**src/rtl/whcp_pkg.sv**
```systemverilog
// Types, codes and constants shared by the WAVE header parser modules.
// No dependencies.
`default_nettype none

package whcp_pkg;

  localparam int FILE_HDR_LEN = 12;
  localparam int FMT_MIN_LEN  = 16;
  localparam int QUEUE_DEPTH  = 2;
  localparam int DIV_STEPS    = 32;

  localparam logic [31:0] TAG_FMT  = 32'h666D_7420;  // "fmt "
  localparam logic [31:0] TAG_DATA = 32'h6461_7461;  // "data"

  localparam logic [15:0] FMT_PCM   = 16'd1;
  localparam logic [15:0] FMT_FLOAT = 16'd3;

  typedef enum logic [1:0] {
    PH_FILE,
    PH_CHDR,
    PH_BODY,
    PH_PAD
  } phase_e;

  typedef enum logic [1:0] {
    KIND_OTHER,
    KIND_FMT,
    KIND_DATA
  } kind_e;

  typedef enum logic [1:0] {
    BK_IDLE,
    BK_CHECK,
    BK_DIVIDE,
    BK_DONE
  } back_state_e;

  typedef struct packed {
    logic [7:0] data_byte;
    logic       last_byte;
  } in_item_t;

  typedef struct packed {
    logic        wave_ok;
    logic [15:0] format_tag;
    logic [15:0] channel_count;
    logic [31:0] sample_rate;
    logic [31:0] bytes_per_second;
    logic [15:0] block_alignment;
    logic [15:0] sample_bits;
    logic [31:0] payload_offset;
    logic [31:0] payload_size;
  } out_item_t;

  // Verdict request from the parser: raw fields plus the structural checks.
  typedef struct packed {
    logic      pre_ok;
    out_item_t fields;
  } verdict_req_t;

  // "RIFF" at bytes 0..3 and "WAVE" at bytes 8..11; bytes 4..7 are not checked.
  function automatic logic tag_used(input logic [3:0] idx);
    logic r;
    case (idx)
      4'd0, 4'd1, 4'd2, 4'd3, 4'd8, 4'd9, 4'd10, 4'd11: r = 1'b1;
      default: r = 1'b0;
    endcase
    return r;
  endfunction

  function automatic logic [7:0] tag_byte(input logic [3:0] idx);
    logic [7:0] r;
    case (idx)
      4'd0:  r = 8'h52;  // R
      4'd1:  r = 8'h49;  // I
      4'd2:  r = 8'h46;  // F
      4'd3:  r = 8'h46;  // F
      4'd8:  r = 8'h57;  // W
      4'd9:  r = 8'h41;  // A
      4'd10: r = 8'h56;  // V
      4'd11: r = 8'h45;  // E
      default: r = 8'h00;
    endcase
    return r;
  endfunction

endpackage

`default_nettype wire

```
**src/rtl/whcp_front.sv**
```systemverilog
// Byte-level parser: tag checks, chunk walk, fmt/data capture.
// Issues one verdict request per file on the final byte. Uses whcp_pkg.
`default_nettype none

module whcp_front #(
  parameter int POSITION_WIDTH = 32
) (
  input  wire logic                    clk_i,
  input  wire logic                    rst_ni,
  input  wire logic                    in_valid_i,
  input  wire logic                    in_stall_i,
  input  wire whcp_pkg::in_item_t      in_data_i,
  output logic                         push_o,
  output whcp_pkg::verdict_req_t       req_o
);
  import whcp_pkg::*;

  localparam int PW = POSITION_WIDTH;

  logic                accept;
  logic [7:0]          b;

  // control state
  logic [PW:0]         pos_q, pos_d;
  phase_e              phase_q, phase_d;
  logic [2:0]          hdr_cnt_q, hdr_cnt_d;
  logic [31:0]         remain_q, remain_d;
  kind_e               kind_q, kind_d;
  logic                pad_q, pad_d;
  logic [4:0]          fmt_idx_q, fmt_idx_d;
  logic                fmt_seen_q, fmt_seen_d;
  logic                data_seen_q, data_seen_d;
  logic                err_q, err_d;

  // captured payload
  logic [63:0]         shift_q, shift_d;
  logic [127:0]        fmt_q, fmt_d;
  logic [PW-1:0]       offset_q, offset_d;
  logic [31:0]         dsize_q, dsize_d;

  logic [63:0]         shift_new;
  logic [31:0]         chunk_id;
  logic [31:0]         hdr_size;

  assign accept    = in_valid_i && !in_stall_i;
  assign b         = in_data_i.data_byte;
  assign shift_new = {shift_q[55:0], b};
  assign chunk_id  = shift_new[63:32];
  assign hdr_size  = {shift_new[7:0], shift_new[15:8], shift_new[23:16], shift_new[31:24]};

  always_comb begin
    pos_d       = pos_q;
    phase_d     = phase_q;
    hdr_cnt_d   = hdr_cnt_q;
    remain_d    = remain_q;
    kind_d      = kind_q;
    pad_d       = pad_q;
    fmt_idx_d   = fmt_idx_q;
    fmt_seen_d  = fmt_seen_q;
    data_seen_d = data_seen_q;
    err_d       = err_q;
    shift_d     = shift_q;
    fmt_d       = fmt_q;
    offset_d    = offset_q;
    dsize_d     = dsize_q;

    if (accept) begin
      // byte count saturates at 2^PW
      if (!pos_q[PW]) begin
        pos_d = pos_q + (PW+1)'(1);
      end

      case (phase_q)
        PH_FILE: begin
          if (pos_q < (PW+1)'(FILE_HDR_LEN) && tag_used(pos_q[3:0]) &&
              tag_byte(pos_q[3:0]) != b) begin
            err_d = 1'b1;
          end
          if (pos_d >= (PW+1)'(FILE_HDR_LEN)) begin
            phase_d   = PH_CHDR;
            hdr_cnt_d = 3'd0;
          end
        end
        PH_CHDR: begin
          shift_d   = shift_new;
          hdr_cnt_d = hdr_cnt_q + 3'd1;
          if (hdr_cnt_q == 3'd7) begin
            hdr_cnt_d = 3'd0;
            kind_d    = KIND_OTHER;
            if (chunk_id == TAG_FMT) begin
              if (hdr_size < 32'(FMT_MIN_LEN)) begin
                err_d = 1'b1;
              end
              kind_d     = KIND_FMT;
              fmt_d      = '0;
              fmt_seen_d = 1'b1;
            end else if (chunk_id == TAG_DATA) begin
              if (hdr_size == 32'd0 || pos_d[PW]) begin
                err_d = 1'b1;
              end
              kind_d      = KIND_DATA;
              offset_d    = pos_d[PW-1:0];
              dsize_d     = hdr_size;
              data_seen_d = 1'b1;
            end
            fmt_idx_d = 5'd0;
            remain_d  = hdr_size;
            pad_d     = hdr_size[0];
            phase_d   = (hdr_size == 32'd0) ? PH_CHDR : PH_BODY;
          end
        end
        PH_BODY: begin
          if (kind_q == KIND_FMT && fmt_idx_q < 5'd16) begin
            fmt_d[{fmt_idx_q[3:0], 3'b000} +: 8] = b;
            fmt_idx_d = fmt_idx_q + 5'd1;
          end
          remain_d = remain_q - 32'd1;
          if (remain_q == 32'd1) begin
            phase_d = pad_q ? PH_PAD : PH_CHDR;
            pad_d   = 1'b0;
          end
        end
        PH_PAD: begin
          phase_d = PH_CHDR;
        end
        default: begin
          phase_d = PH_CHDR;
        end
      endcase
    end

    // verdict request is built from the state after this byte
    req_o.pre_ok = !err_d && phase_d != PH_FILE && phase_d != PH_BODY &&
                   fmt_seen_d && data_seen_d;
    req_o.fields.wave_ok          = 1'b0;
    req_o.fields.format_tag       = fmt_d[15:0];
    req_o.fields.channel_count    = fmt_d[31:16];
    req_o.fields.sample_rate      = fmt_d[63:32];
    req_o.fields.bytes_per_second = fmt_d[95:64];
    req_o.fields.block_alignment  = fmt_d[111:96];
    req_o.fields.sample_bits      = fmt_d[127:112];
    req_o.fields.payload_offset   = 32'(offset_d);
    req_o.fields.payload_size     = dsize_d;
    push_o = accept && in_data_i.last_byte;

    // the final byte returns the parser to its reset state
    if (push_o) begin
      pos_d       = '0;
      phase_d     = PH_FILE;
      hdr_cnt_d   = 3'd0;
      remain_d    = 32'd0;
      kind_d      = KIND_OTHER;
      pad_d       = 1'b0;
      fmt_idx_d   = 5'd0;
      fmt_seen_d  = 1'b0;
      data_seen_d = 1'b0;
      err_d       = 1'b0;
    end
  end

  always_ff @(posedge clk_i or negedge rst_ni) begin
    if (!rst_ni) begin
      pos_q       <= '0;
      phase_q     <= PH_FILE;
      hdr_cnt_q   <= 3'd0;
      remain_q    <= 32'd0;
      kind_q      <= KIND_OTHER;
      pad_q       <= 1'b0;
      fmt_idx_q   <= 5'd0;
      fmt_seen_q  <= 1'b0;
      data_seen_q <= 1'b0;
      err_q       <= 1'b0;
    end else begin
      pos_q       <= pos_d;
      phase_q     <= phase_d;
      hdr_cnt_q   <= hdr_cnt_d;
      remain_q    <= remain_d;
      kind_q      <= kind_d;
      pad_q       <= pad_d;
      fmt_idx_q   <= fmt_idx_d;
      fmt_seen_q  <= fmt_seen_d;
      data_seen_q <= data_seen_d;
      err_q       <= err_d;
    end
  end

  // fields are only read once the matching seen flag is set
  always_ff @(posedge clk_i) begin
    shift_q  <= shift_d;
    fmt_q    <= fmt_d;
    offset_q <= offset_d;
    dsize_q  <= dsize_d;
  end

endmodule

`default_nettype wire

```
**src/rtl/whcp_queue.sv**
```systemverilog
// Short FIFO of verdict requests between the parser and the checker.
// Uses whcp_pkg.
`default_nettype none

module whcp_queue (
  input  wire logic                    clk_i,
  input  wire logic                    rst_ni,
  input  wire logic                    push_i,
  input  wire whcp_pkg::verdict_req_t  push_data_i,
  input  wire logic                    pop_i,
  output whcp_pkg::verdict_req_t       pop_data_o,
  output logic                         full_o,
  output logic                         empty_o
);
  import whcp_pkg::*;

  localparam int PTR_W = $clog2(QUEUE_DEPTH);
  localparam int CNT_W = $clog2(QUEUE_DEPTH + 1);

  verdict_req_t       slot_q [QUEUE_DEPTH];
  logic [PTR_W-1:0]   wr_ptr_q, rd_ptr_q;
  logic [CNT_W-1:0]   count_q;
  logic               do_push, do_pop;

  assign full_o     = count_q == CNT_W'(QUEUE_DEPTH);
  assign empty_o    = count_q == '0;
  assign do_push    = push_i && !full_o;
  assign do_pop     = pop_i && !empty_o;
  assign pop_data_o = slot_q[rd_ptr_q];

  always_ff @(posedge clk_i or negedge rst_ni) begin
    if (!rst_ni) begin
      wr_ptr_q <= '0;
      rd_ptr_q <= '0;
      count_q  <= '0;
    end else begin
      if (do_push) begin
        wr_ptr_q <= (wr_ptr_q == PTR_W'(QUEUE_DEPTH - 1)) ? '0 : wr_ptr_q + PTR_W'(1);
      end
      if (do_pop) begin
        rd_ptr_q <= (rd_ptr_q == PTR_W'(QUEUE_DEPTH - 1)) ? '0 : rd_ptr_q + PTR_W'(1);
      end
      if (do_push && !do_pop) begin
        count_q <= count_q + CNT_W'(1);
      end else if (do_pop && !do_push) begin
        count_q <= count_q - CNT_W'(1);
      end
    end
  end

  always_ff @(posedge clk_i) begin
    if (do_push) begin
      slot_q[wr_ptr_q] <= push_data_i;
    end
  end

endmodule

`default_nettype wire

```
**src/rtl/whcp_back.sv**
```systemverilog
// Verdict stage: field checks, bit-serial remainder of data size by block
// alignment, and the result register. Uses whcp_pkg.
`default_nettype none

module whcp_back (
  input  wire logic                    clk_i,
  input  wire logic                    rst_ni,
  input  wire logic                    q_empty_i,
  input  wire whcp_pkg::verdict_req_t  q_data_i,
  output logic                         q_pop_o,
  output logic                         out_valid_o,
  input  wire logic                    out_stall_i,
  output whcp_pkg::out_item_t          out_data_o
);
  import whcp_pkg::*;

  localparam int CNT_W = $clog2(DIV_STEPS);

  back_state_e     state_q, state_d;
  verdict_req_t    req_q;
  out_item_t       result_q;
  logic [15:0]     rem_q;
  logic [31:0]     dvd_q;
  logic [CNT_W-1:0] cnt_q;

  logic            fields_ok;
  logic            last_step;
  logic [16:0]     rem_shift;
  logic [16:0]     rem_sub;
  logic [15:0]     rem_new;
  out_item_t       pass_result;

  assign fields_ok = req_q.pre_ok &&
    (req_q.fields.format_tag == FMT_PCM || req_q.fields.format_tag == FMT_FLOAT) &&
    (req_q.fields.channel_count == 16'd1 || req_q.fields.channel_count == 16'd2) &&
    req_q.fields.sample_rate != 32'd0 && req_q.fields.bytes_per_second != 32'd0 &&
    req_q.fields.block_alignment != 16'd0 && req_q.fields.sample_bits != 16'd0;

  // one restoring-division step per cycle, remainder only
  assign rem_shift = {rem_q, dvd_q[31]};
  assign rem_sub   = rem_shift - {1'b0, req_q.fields.block_alignment};
  assign rem_new   = rem_sub[16] ? rem_shift[15:0] : rem_sub[15:0];
  assign last_step = cnt_q == CNT_W'(DIV_STEPS - 1);

  always_comb begin
    pass_result         = req_q.fields;
    pass_result.wave_ok = 1'b1;
  end

  always_comb begin
    state_d = state_q;
    case (state_q)
      BK_IDLE: begin
        if (!q_empty_i) begin
          state_d = BK_CHECK;
        end
      end
      BK_CHECK: begin
        state_d = fields_ok ? BK_DIVIDE : BK_DONE;
      end
      BK_DIVIDE: begin
        if (last_step) begin
          state_d = BK_DONE;
        end
      end
      BK_DONE: begin
        if (!out_stall_i) begin
          state_d = BK_IDLE;
        end
      end
      default: begin
        state_d = BK_IDLE;
      end
    endcase
  end

  always_comb begin
    q_pop_o     = 1'b0;
    out_valid_o = 1'b0;
    case (state_q)
      BK_IDLE: q_pop_o     = !q_empty_i;
      BK_DONE: out_valid_o = 1'b1;
      default: begin
        q_pop_o     = 1'b0;
        out_valid_o = 1'b0;
      end
    endcase
  end

  assign out_data_o = result_q;

  always_ff @(posedge clk_i or negedge rst_ni) begin
    if (!rst_ni) begin
      state_q <= BK_IDLE;
    end else begin
      state_q <= state_d;
    end
  end

  always_ff @(posedge clk_i) begin
    if (q_pop_o) begin
      req_q <= q_data_i;
    end
    if (state_q == BK_CHECK) begin
      rem_q    <= 16'd0;
      dvd_q    <= req_q.fields.payload_size;
      cnt_q    <= '0;
      result_q <= '0;
    end
    if (state_q == BK_DIVIDE) begin
      rem_q <= rem_new;
      dvd_q <= {dvd_q[30:0], 1'b0};
      cnt_q <= cnt_q + CNT_W'(1);
      if (last_step && rem_new == 16'd0) begin
        result_q <= pass_result;
      end
    end
  end

endmodule

`default_nettype wire

```
**src/rtl/wave_header_chunk_parser.sv**
```systemverilog
// RIFF WAVE header parser top level: parser front end, request queue, verdict stage.
// Uses whcp_pkg, whcp_front, whcp_queue, whcp_back.
`default_nettype none

// Takes one file byte per cycle, last_byte marking the end of a file, and
// returns one verdict per file. Bytes flow at one per cycle without pause;
// the input stalls only while two verdict requests are already queued. A
// verdict goes out from the check state when a field check fails, and
// only after the data size has been tested against the block alignment
// otherwise: that test is a bit-serial remainder unit, one bit of the
// 32-bit data size per cycle. The verdict waits in an output register while
// the parser keeps taking bytes of the next file. POSITION_WIDTH sets the
// byte counter: a data chunk that starts at or beyond 2^POSITION_WIDTH fails.
module wave_header_chunk_parser #(
  parameter int POSITION_WIDTH = 32
) (
  input  wire logic                 clk_i,
  input  wire logic                 rst_ni,
  input  wire logic                 in_valid_i,
  output logic                      in_stall_o,
  input  wire whcp_pkg::in_item_t   in_data_i,
  output logic                      out_valid_o,
  input  wire logic                 out_stall_i,
  output whcp_pkg::out_item_t       out_data_o
);
  import whcp_pkg::*;

  logic          push;
  verdict_req_t  push_req;
  logic          pop;
  verdict_req_t  pop_req;
  logic          q_full;
  logic          q_empty;

  assign in_stall_o = q_full;

  whcp_front #(
    .POSITION_WIDTH(POSITION_WIDTH)
  ) u_front (
    .clk_i      (clk_i),
    .rst_ni     (rst_ni),
    .in_valid_i (in_valid_i),
    .in_stall_i (in_stall_o),
    .in_data_i  (in_data_i),
    .push_o     (push),
    .req_o      (push_req)
  );

  whcp_queue u_queue (
    .clk_i       (clk_i),
    .rst_ni      (rst_ni),
    .push_i      (push),
    .push_data_i (push_req),
    .pop_i       (pop),
    .pop_data_o  (pop_req),
    .full_o      (q_full),
    .empty_o     (q_empty)
  );

  whcp_back u_back (
    .clk_i       (clk_i),
    .rst_ni      (rst_ni),
    .q_empty_i   (q_empty),
    .q_data_i    (pop_req),
    .q_pop_o     (pop),
    .out_valid_o (out_valid_o),
    .out_stall_i (out_stall_i),
    .out_data_o  (out_data_o)
  );

endmodule

`default_nettype wire

```
**config.mk**
```make
export PLATFORM = sky130hd
export DESIGN_NAME = wave_header_chunk_parser
export DESIGN_NICKNAME = d
export VERILOG_FILES = /design/src/rtl/whcp_pkg.sv /design/src/rtl/whcp_front.sv /design/src/rtl/whcp_queue.sv /design/src/rtl/whcp_back.sv /design/src/rtl/wave_header_chunk_parser.sv
export SDC_FILE = /design/constraint.sdc
export NUM_CORES = 2
export LEC_CHECK = 0
export BUFFER_PORTS_ARGS = -buffer_cell sky130_fd_sc_hd__clkbuf_2
export CAP_MARGIN = 20
export CORE_MARGIN = 2
export CORE_UTILIZATION = 30
export CTS_CLUSTER_SIZE = 25
export DETAILED_ROUTE_END_ITERATION = 6
export GPL_TIMING_DRIVEN = 0
export PLACE_DENSITY = 0.56
export SLEW_MARGIN = 15
export SYNTH_ARGS = -nofsm -noshare
export SYNTH_HDL_FRONTEND = slang
export SYNTH_SLANG_ARGS = --single-unit
```
**constraint.sdc**
```tcl
create_clock -name clk_i -period 23.3 [get_ports clk_i]
set_clock_uncertainty 0.1 [all_clocks]
set_input_delay 4.66 -clock clk_i [delete_from_list [all_inputs] [get_ports clk_i]]
set_output_delay 4.66 -clock clk_i [all_outputs]
set_load 0.03 [all_outputs]
```
== Yosys cells after proc, flatten, opt, wreduce, memory -nomap -nowiden ==
Memory sizes are Yosys's and may differ from the RTL's. A register that Yosys moved wholly into a read port is not among the register bits.
Cells that the tools add are included.
Cells by class
  $add $sub $neg: 11
  order comparisons: 4
  eq/ne operators: 26
  shifts and indexed selects: 2
  muxes and demuxes: 100
  reductions and logical operators: 52
Operators with widths (number)
  two-way mux 193 bit: 3
  two-way mux 128 bit: 4
  two-way mux 32 bit: 15
  one-hot mux 128 bit (2 select lines): 1
  two-way mux 33 bit: 4
  bitwise mux 128 bit: 1
  variable shift 8 x 9 -> 128 bit, first input constant: 1
  variable part select 8 x 9 -> 128 bit: 1
  == test 32 x 31 -> 1 bit, second input constant: 2
  one-hot mux 32 bit (2 select lines): 1
  nonzero test 32 bit: 2
  two-way mux 16 bit: 3
  two-way mux 2 bit: 18
  adder 33 x 1 -> 33 bit, second input constant: 1
  greater-or-equal comparator 33 x 4 -> 1 bit, second input constant: 1
  less-than comparator 33 x 4 -> 1 bit, second input constant: 1
  == test 16 x 1 -> 1 bit, second input constant: 2
  == test 16 x 2 -> 1 bit, second input constant: 2
  == test 32 x 1 -> 1 bit, second input constant: 1
  logical NOT 32 bit: 1
  less-than comparator 32 x 5 -> 1 bit, second input constant: 1
  two-way mux 1 bit: 32
  nonzero test 16 bit: 2
  subtractor 32 x 1 -> 32 bit, second input constant: 1
  33 further kinds: 94
Storage, ports and cells
  bits in registers: 581
  memory bits (writable): 386
  ROM bits: 112
  bits of input ports: 13
  output and inout port bits: 195
  word-level logic and storage cells: 229
  memories kept: 3
Memories
  u_queue.slot_q: depth 2, width 193, read ports 1, clocked after memory_dff 1, write ports 1, line whcp_queue.sv:20  | verdict_req_t slot_q [QUEUE_DEPTH];
  (name not given): depth 16, width 6, read ports 1, clocked after memory_dff 0, write ports 0, line whcp_pkg.sv:73  | case (idx)
  (name not given): depth 16, width 1, read ports 1, clocked after memory_dff 0, write ports 0, line whcp_pkg.sv:64  | case (idx)

== Longest topological paths before layout ==
  depth after elaboration: 16
  mapped depth: 15
  gate-level depth less buffers: 12

== Modules after synthesis ==
A second synthesis with hierarchy kept.
Unflattened totals
  cells, all modules: 3313
  area total of the unflattened synthesis: 47216.5 um2
By module, submodules not included
  whcp_back: times used 1, cells an instance 1202, area an instance 17685.7 um2, seq. area each 11290.8 um2
  whcp_queue: times used 1, cells an instance 623, area an instance 14818.0 um2, seq. area each 11751.3 um2
  whcp_front: times used 1, cells an instance 1488, area an instance 14712.9 um2, seq. area each 7552.2 um2

== Least setup slack after synthesis ==
OpenSTA, ideal clock, no wires.
  path type: in2reg
  from: input in_data_i[0] (netlist name)
  to: memory u_queue.slot_q[0][0] (netlist name) (enable)
  setup time: 750 ps
  arrival time: 13063 ps
  data required time: 22450 ps
  path slack: 9387 ps
  stages on the path: 3
  path buffers: 1
  path through: clkbuf_1 -> nand2_1 -> nor2_1
Between the ends
  longest elaborated chain between the ends: 4
Ends and longest elaborated chain
  start, declared: line wave_header_chunk_parser.sv:21  | input wire whcp_pkg::in_item_t in_data_i,
  logical AND 1 bit: line whcp_front.sv:144  | push_o = accept && in_data_i.last_byte;
  logical AND 1 bit: line whcp_queue.sv:27  | assign do_push = push_i && !full_o;
  two-way mux 1 bit: line whcp_queue.sv:52  | if (do_push) begin
  two-way mux 1 bit (not written as such): line whcp_queue.sv:53  | slot_q[wr_ptr_q] <= push_data_i;
  end, declared: line whcp_queue.sv:20
Every way passes these cells.

==> flow_metrics.tcl <==
set metrics [dict create \
    grt_pass1_vias 27100 \
    holdPathEnd "u_front.shift_q[37]$_DFFE_PP_" \
    n_antenna_cell 0 \
    worst_slew_pin_slew_ns 1.09 \
    synth-warning-count 0 \
    hold_start "u_front.shift_q[29]$_DFFE_PP_" \
    cp.arrival_ns 8.06 \
    track_usage 0.151 \
    min_path_type "reg2reg" \
    io_pins 208 \
    grt_use_met3 0.0379 \
    synth-async-reset-ratio 0.0750 \
    port_buffers 206 \
    drive_gt1_frac 0.224 \
    cap_violations 0 \
    cp_common_cell "clkbuf_1" \
    critical_path.top_delay_family "buffers and inverters" \
    synth_area_um2 45200 \
    rows 142 \
    path_clk_slew_ns 0.06 \
    top_usage_layer "met2" \
    vias_per_cell 4.73 \
    ys_ff_latch 1160 \
    cts_buffers 115 \
    wl_mm 119 \
    path_buf_inv 5 \
    r2r_slack_ns 18.41 \
    ys_types 80 \
    timing.setup.tns_ns 0 \
    wire_per_inst_um 20.4 \
    cts_root_buf "clkbuf_16" \
    startpoint_type "input pin" \
    path_cells "clkbuf_2 > and2_1 > nand3_1 > nor4_2 > buf_2 > clkbuf_1 > clkbuf_1 > clkbuf_1 > a21oi_1" \
    grt_max_degree 100 \
    cts_resized 0 \
    grtUsageMet1 0.193 \
    vias 27400 \
    grt_setup_unrepaired "no" \
    htree_num_levels 3 \
    ant_nets 0 \
    postSynthNetCount 3388 \
    cts_hold_buf 0 \
    worstSkewPairLatency_ns 0.73 \
    final.min_clock_period_ns 7.76 \
    cp-end-kind "flop" \
    max_stage_delay_ns 0.69 \
    vdd_drop_max_mv 0.0713 \
    status "complete, no violations" \
    clockBufferDepth 3 \
    holdPathStages 0 \
    finalCritPeriodShare 0.333 \
    setup_violations 0 \
    die-area_um2 154000 \
    power_mw 6.01 \
    first_iter_violations 1868 \
    syn_inst 3335 \
    core_um2 150000 \
    dr.pass1.iters 5 \
    drc 0 \
    die_h_um 392 \
    slew-limit-headroom 0.270 \
    cp.required_ns 23.59 \
    fin_nets 3732 \
    routabilityCongestion 0.881 \
    antenna_found_initial 12 \
    grt_overflow 0 \
    reg2reg_to "u_back.out_data_o[105]$_DFF_P_" \
    p_leak_nw 20.0 \
    avgSynthCellArea_um2 13.5 \
    rr_worst_depth 14 \
    hold_violations 0 \
    grt_pass1_wl_mm 175 \
    cts_tree "built" \
    cp_slowest_cell "clkbuf_1" \
    synth_edf_count 687 \
    post_cts_buffers 0 \
    initial_core_util 0.302 \
    r2r_start "u_back.pass_result[80]$_DFFE_PP_" \
    hpwl_mm 83.4 \
    power_density_nw_per_um2 113 \
    clock_sinks 1160 \
    fmax_mhz 129 \
    path_max_fanout 10 \
    ys.flop_type "edfxtp_1" \
    area_growth_pct 17.7 \
    die_w_um 392 \
    multi_input_area_um2 13800 \
    finalMaxSlewViolations 0 \
    ys_seq_area_frac 0.676 \
    grtUsageMet2 0.250 \
    worstSetupPathType "in2reg" \
    final-seq-area_um2 30500 \
    fillers 14600 \
]
-- cell usage after synthesis (40+ instances only) --
master      n  area (um2)
nor4_1     65         407
mux2i_1    42         420
nor2_1    129         484
nand3_1    40         200
nand2_1   274        1030
mux2_2    384        4320
a21oi_1    86         430
clkbuf_1  131         492
edfxtp_1  687       20600
inv_1      48         180
dfrtp_1    87        2180
nor2b_1   190        1190
a22o_1     53         464
nor3_1     53         265
dfxtp_1   386        7730
o21ai_0   243        1220
-- layout make-up --
cell class,count,share of cell area
Sequential cell,1160,0.574
Multi-Input combinational cell,1957,0.260
Clock buffer,171,0.0618
Tap cell,2016,0.0474
Timing Repair Buffer,227,0.0278
Buffer,169,0.0130
Clock inverter,49,0.0124
Inverter,49,0.00360
-- worst max-delay path by stage --
stage / slack, ns / start / depth (start not counted) / end
6_report: 15.54 / in_valid_i / 9 / u_queue.slot_q[0][44]$_DFFE_PP_
5_1_grt: 15.35 / in_valid_i / 9 / u_queue.slot_q[0][47]$_DFFE_PP_
4_1_cts: 15.54 / in_valid_i / 9 / u_queue.slot_q[0][47]$_DFFE_PP_
3_5_place_dp: 14.76 / in_valid_i / 9 / u_queue.slot_q[0][47]$_DFFE_PP_
3_3_place_gp: 2.54 / in_data_i[0] / 3 / u_queue.slot_q[0][172]$_DFFE_PP_
2_1_floorplan: 9.39 / in_data_i[0] / 3 / u_queue.slot_q[0][0]$_DFFE_PP_
-- through the flow --
stage                      util  instances  hold slack [ns]  cell area, um2  setup slack (ns)
after floorplan               -       3335            0.317           45200              9.39
after global placement    0.326       5557            0.326           48700              2.54
after detailed placement  0.329       5577            0.328           49200             14.76
after CTS                 0.355       5797            0.337           53200             15.54
after global routing      0.355       5798            0.348           53200             15.35
final                     0.355       5798            0.343           53200             15.54
-- cells in the final DEF, fill, tap and decap left out, types with 32 or more instances in the layout --
cell,instances
nor2b_1,190
nand2_1,274
dfrtp_1,87
mux2i_1,42
xnor2_1,39
dfxtp_1,386
o21ai_0,243
a21oi_1,86
nor2_1,128
ha_1,38
clkbuf_1,165
nor4_1,63
nor3_1,53
edfxtp_1,687
inv_1,47
a22o_1,53
nand3_1,40
mux2_2,384
clkbuf_16,117
xor2_1,32
clkbuf_2,210
-- registers in the layout, indices dropped and copies added, names as in the netlist, 3 cells and up --
name,cells
u_back.rem_q,16
u_front.fmt_q,128
u_back.pass_result,192
u_front.hdr_cnt_q,3
u_front.pos_q,33
u_front.dsize_q,32
u_back.dvd_q,32
u_front.offset_q,32
u_back.out_data_o,193
u_front.fmt_idx_q,5
u_front.shift_q,56
u_queue.slot_q,386
u_front.remain_q,32
u_back.cnt_q,5
-- logic make-up (layout without fill, tap and decap cells) --
| kind of cell | after synthesis | count (layout) | synth area share |
|---|---|---|---|
| adders and majority gates | 40 | 40 | 0.0112 |
| and+or+nand+nor | 900 | 900 | 0.102 |
| muxes | 450 | 450 | 0.111 |
| xor gates and xnor gates | 71 | 71 | 0.0138 |
| AOI/OAI and AO/OA | 496 | 496 | 0.0666 |
| DFF | 1160 | 1160 | 0.676 |
| buffers and inverters | 218 | 665 | 0.0193 |
-- worst reg2reg max path, stage by stage (launching register included) --
cell       delay, ns
edfxtp_1        0.59
ha_1            0.30
fa_1            0.23
nand2b_1        0.14
a21oi_1         0.09
nor3_1          0.48
nor2_1          0.17
o221a_2         0.34
clkbuf_1        0.22
o2111ai_1       0.30
o21ai_1         0.13
nand3_1         0.25
clkbuf_2        0.57
buf_2           0.51
mux2_2          0.39
-- where the power goes --
group          total (mW)  internal (mW)  leakage (nW)  switching, mW
sequential           2.73           2.55          11.2          0.173
combinational        1.36          0.464          6.95          0.898
clock                1.92           1.12          1.92          0.809
total                6.01           4.13          20.0           1.88
-- routing by layer --
metal	vias up	wire length, um
li1	12900	-
met3	178	7960
met1	13600	51200
met5	-	76
met2	683	56300
met4	14	2990
Power figures use the tool's default switching activity.
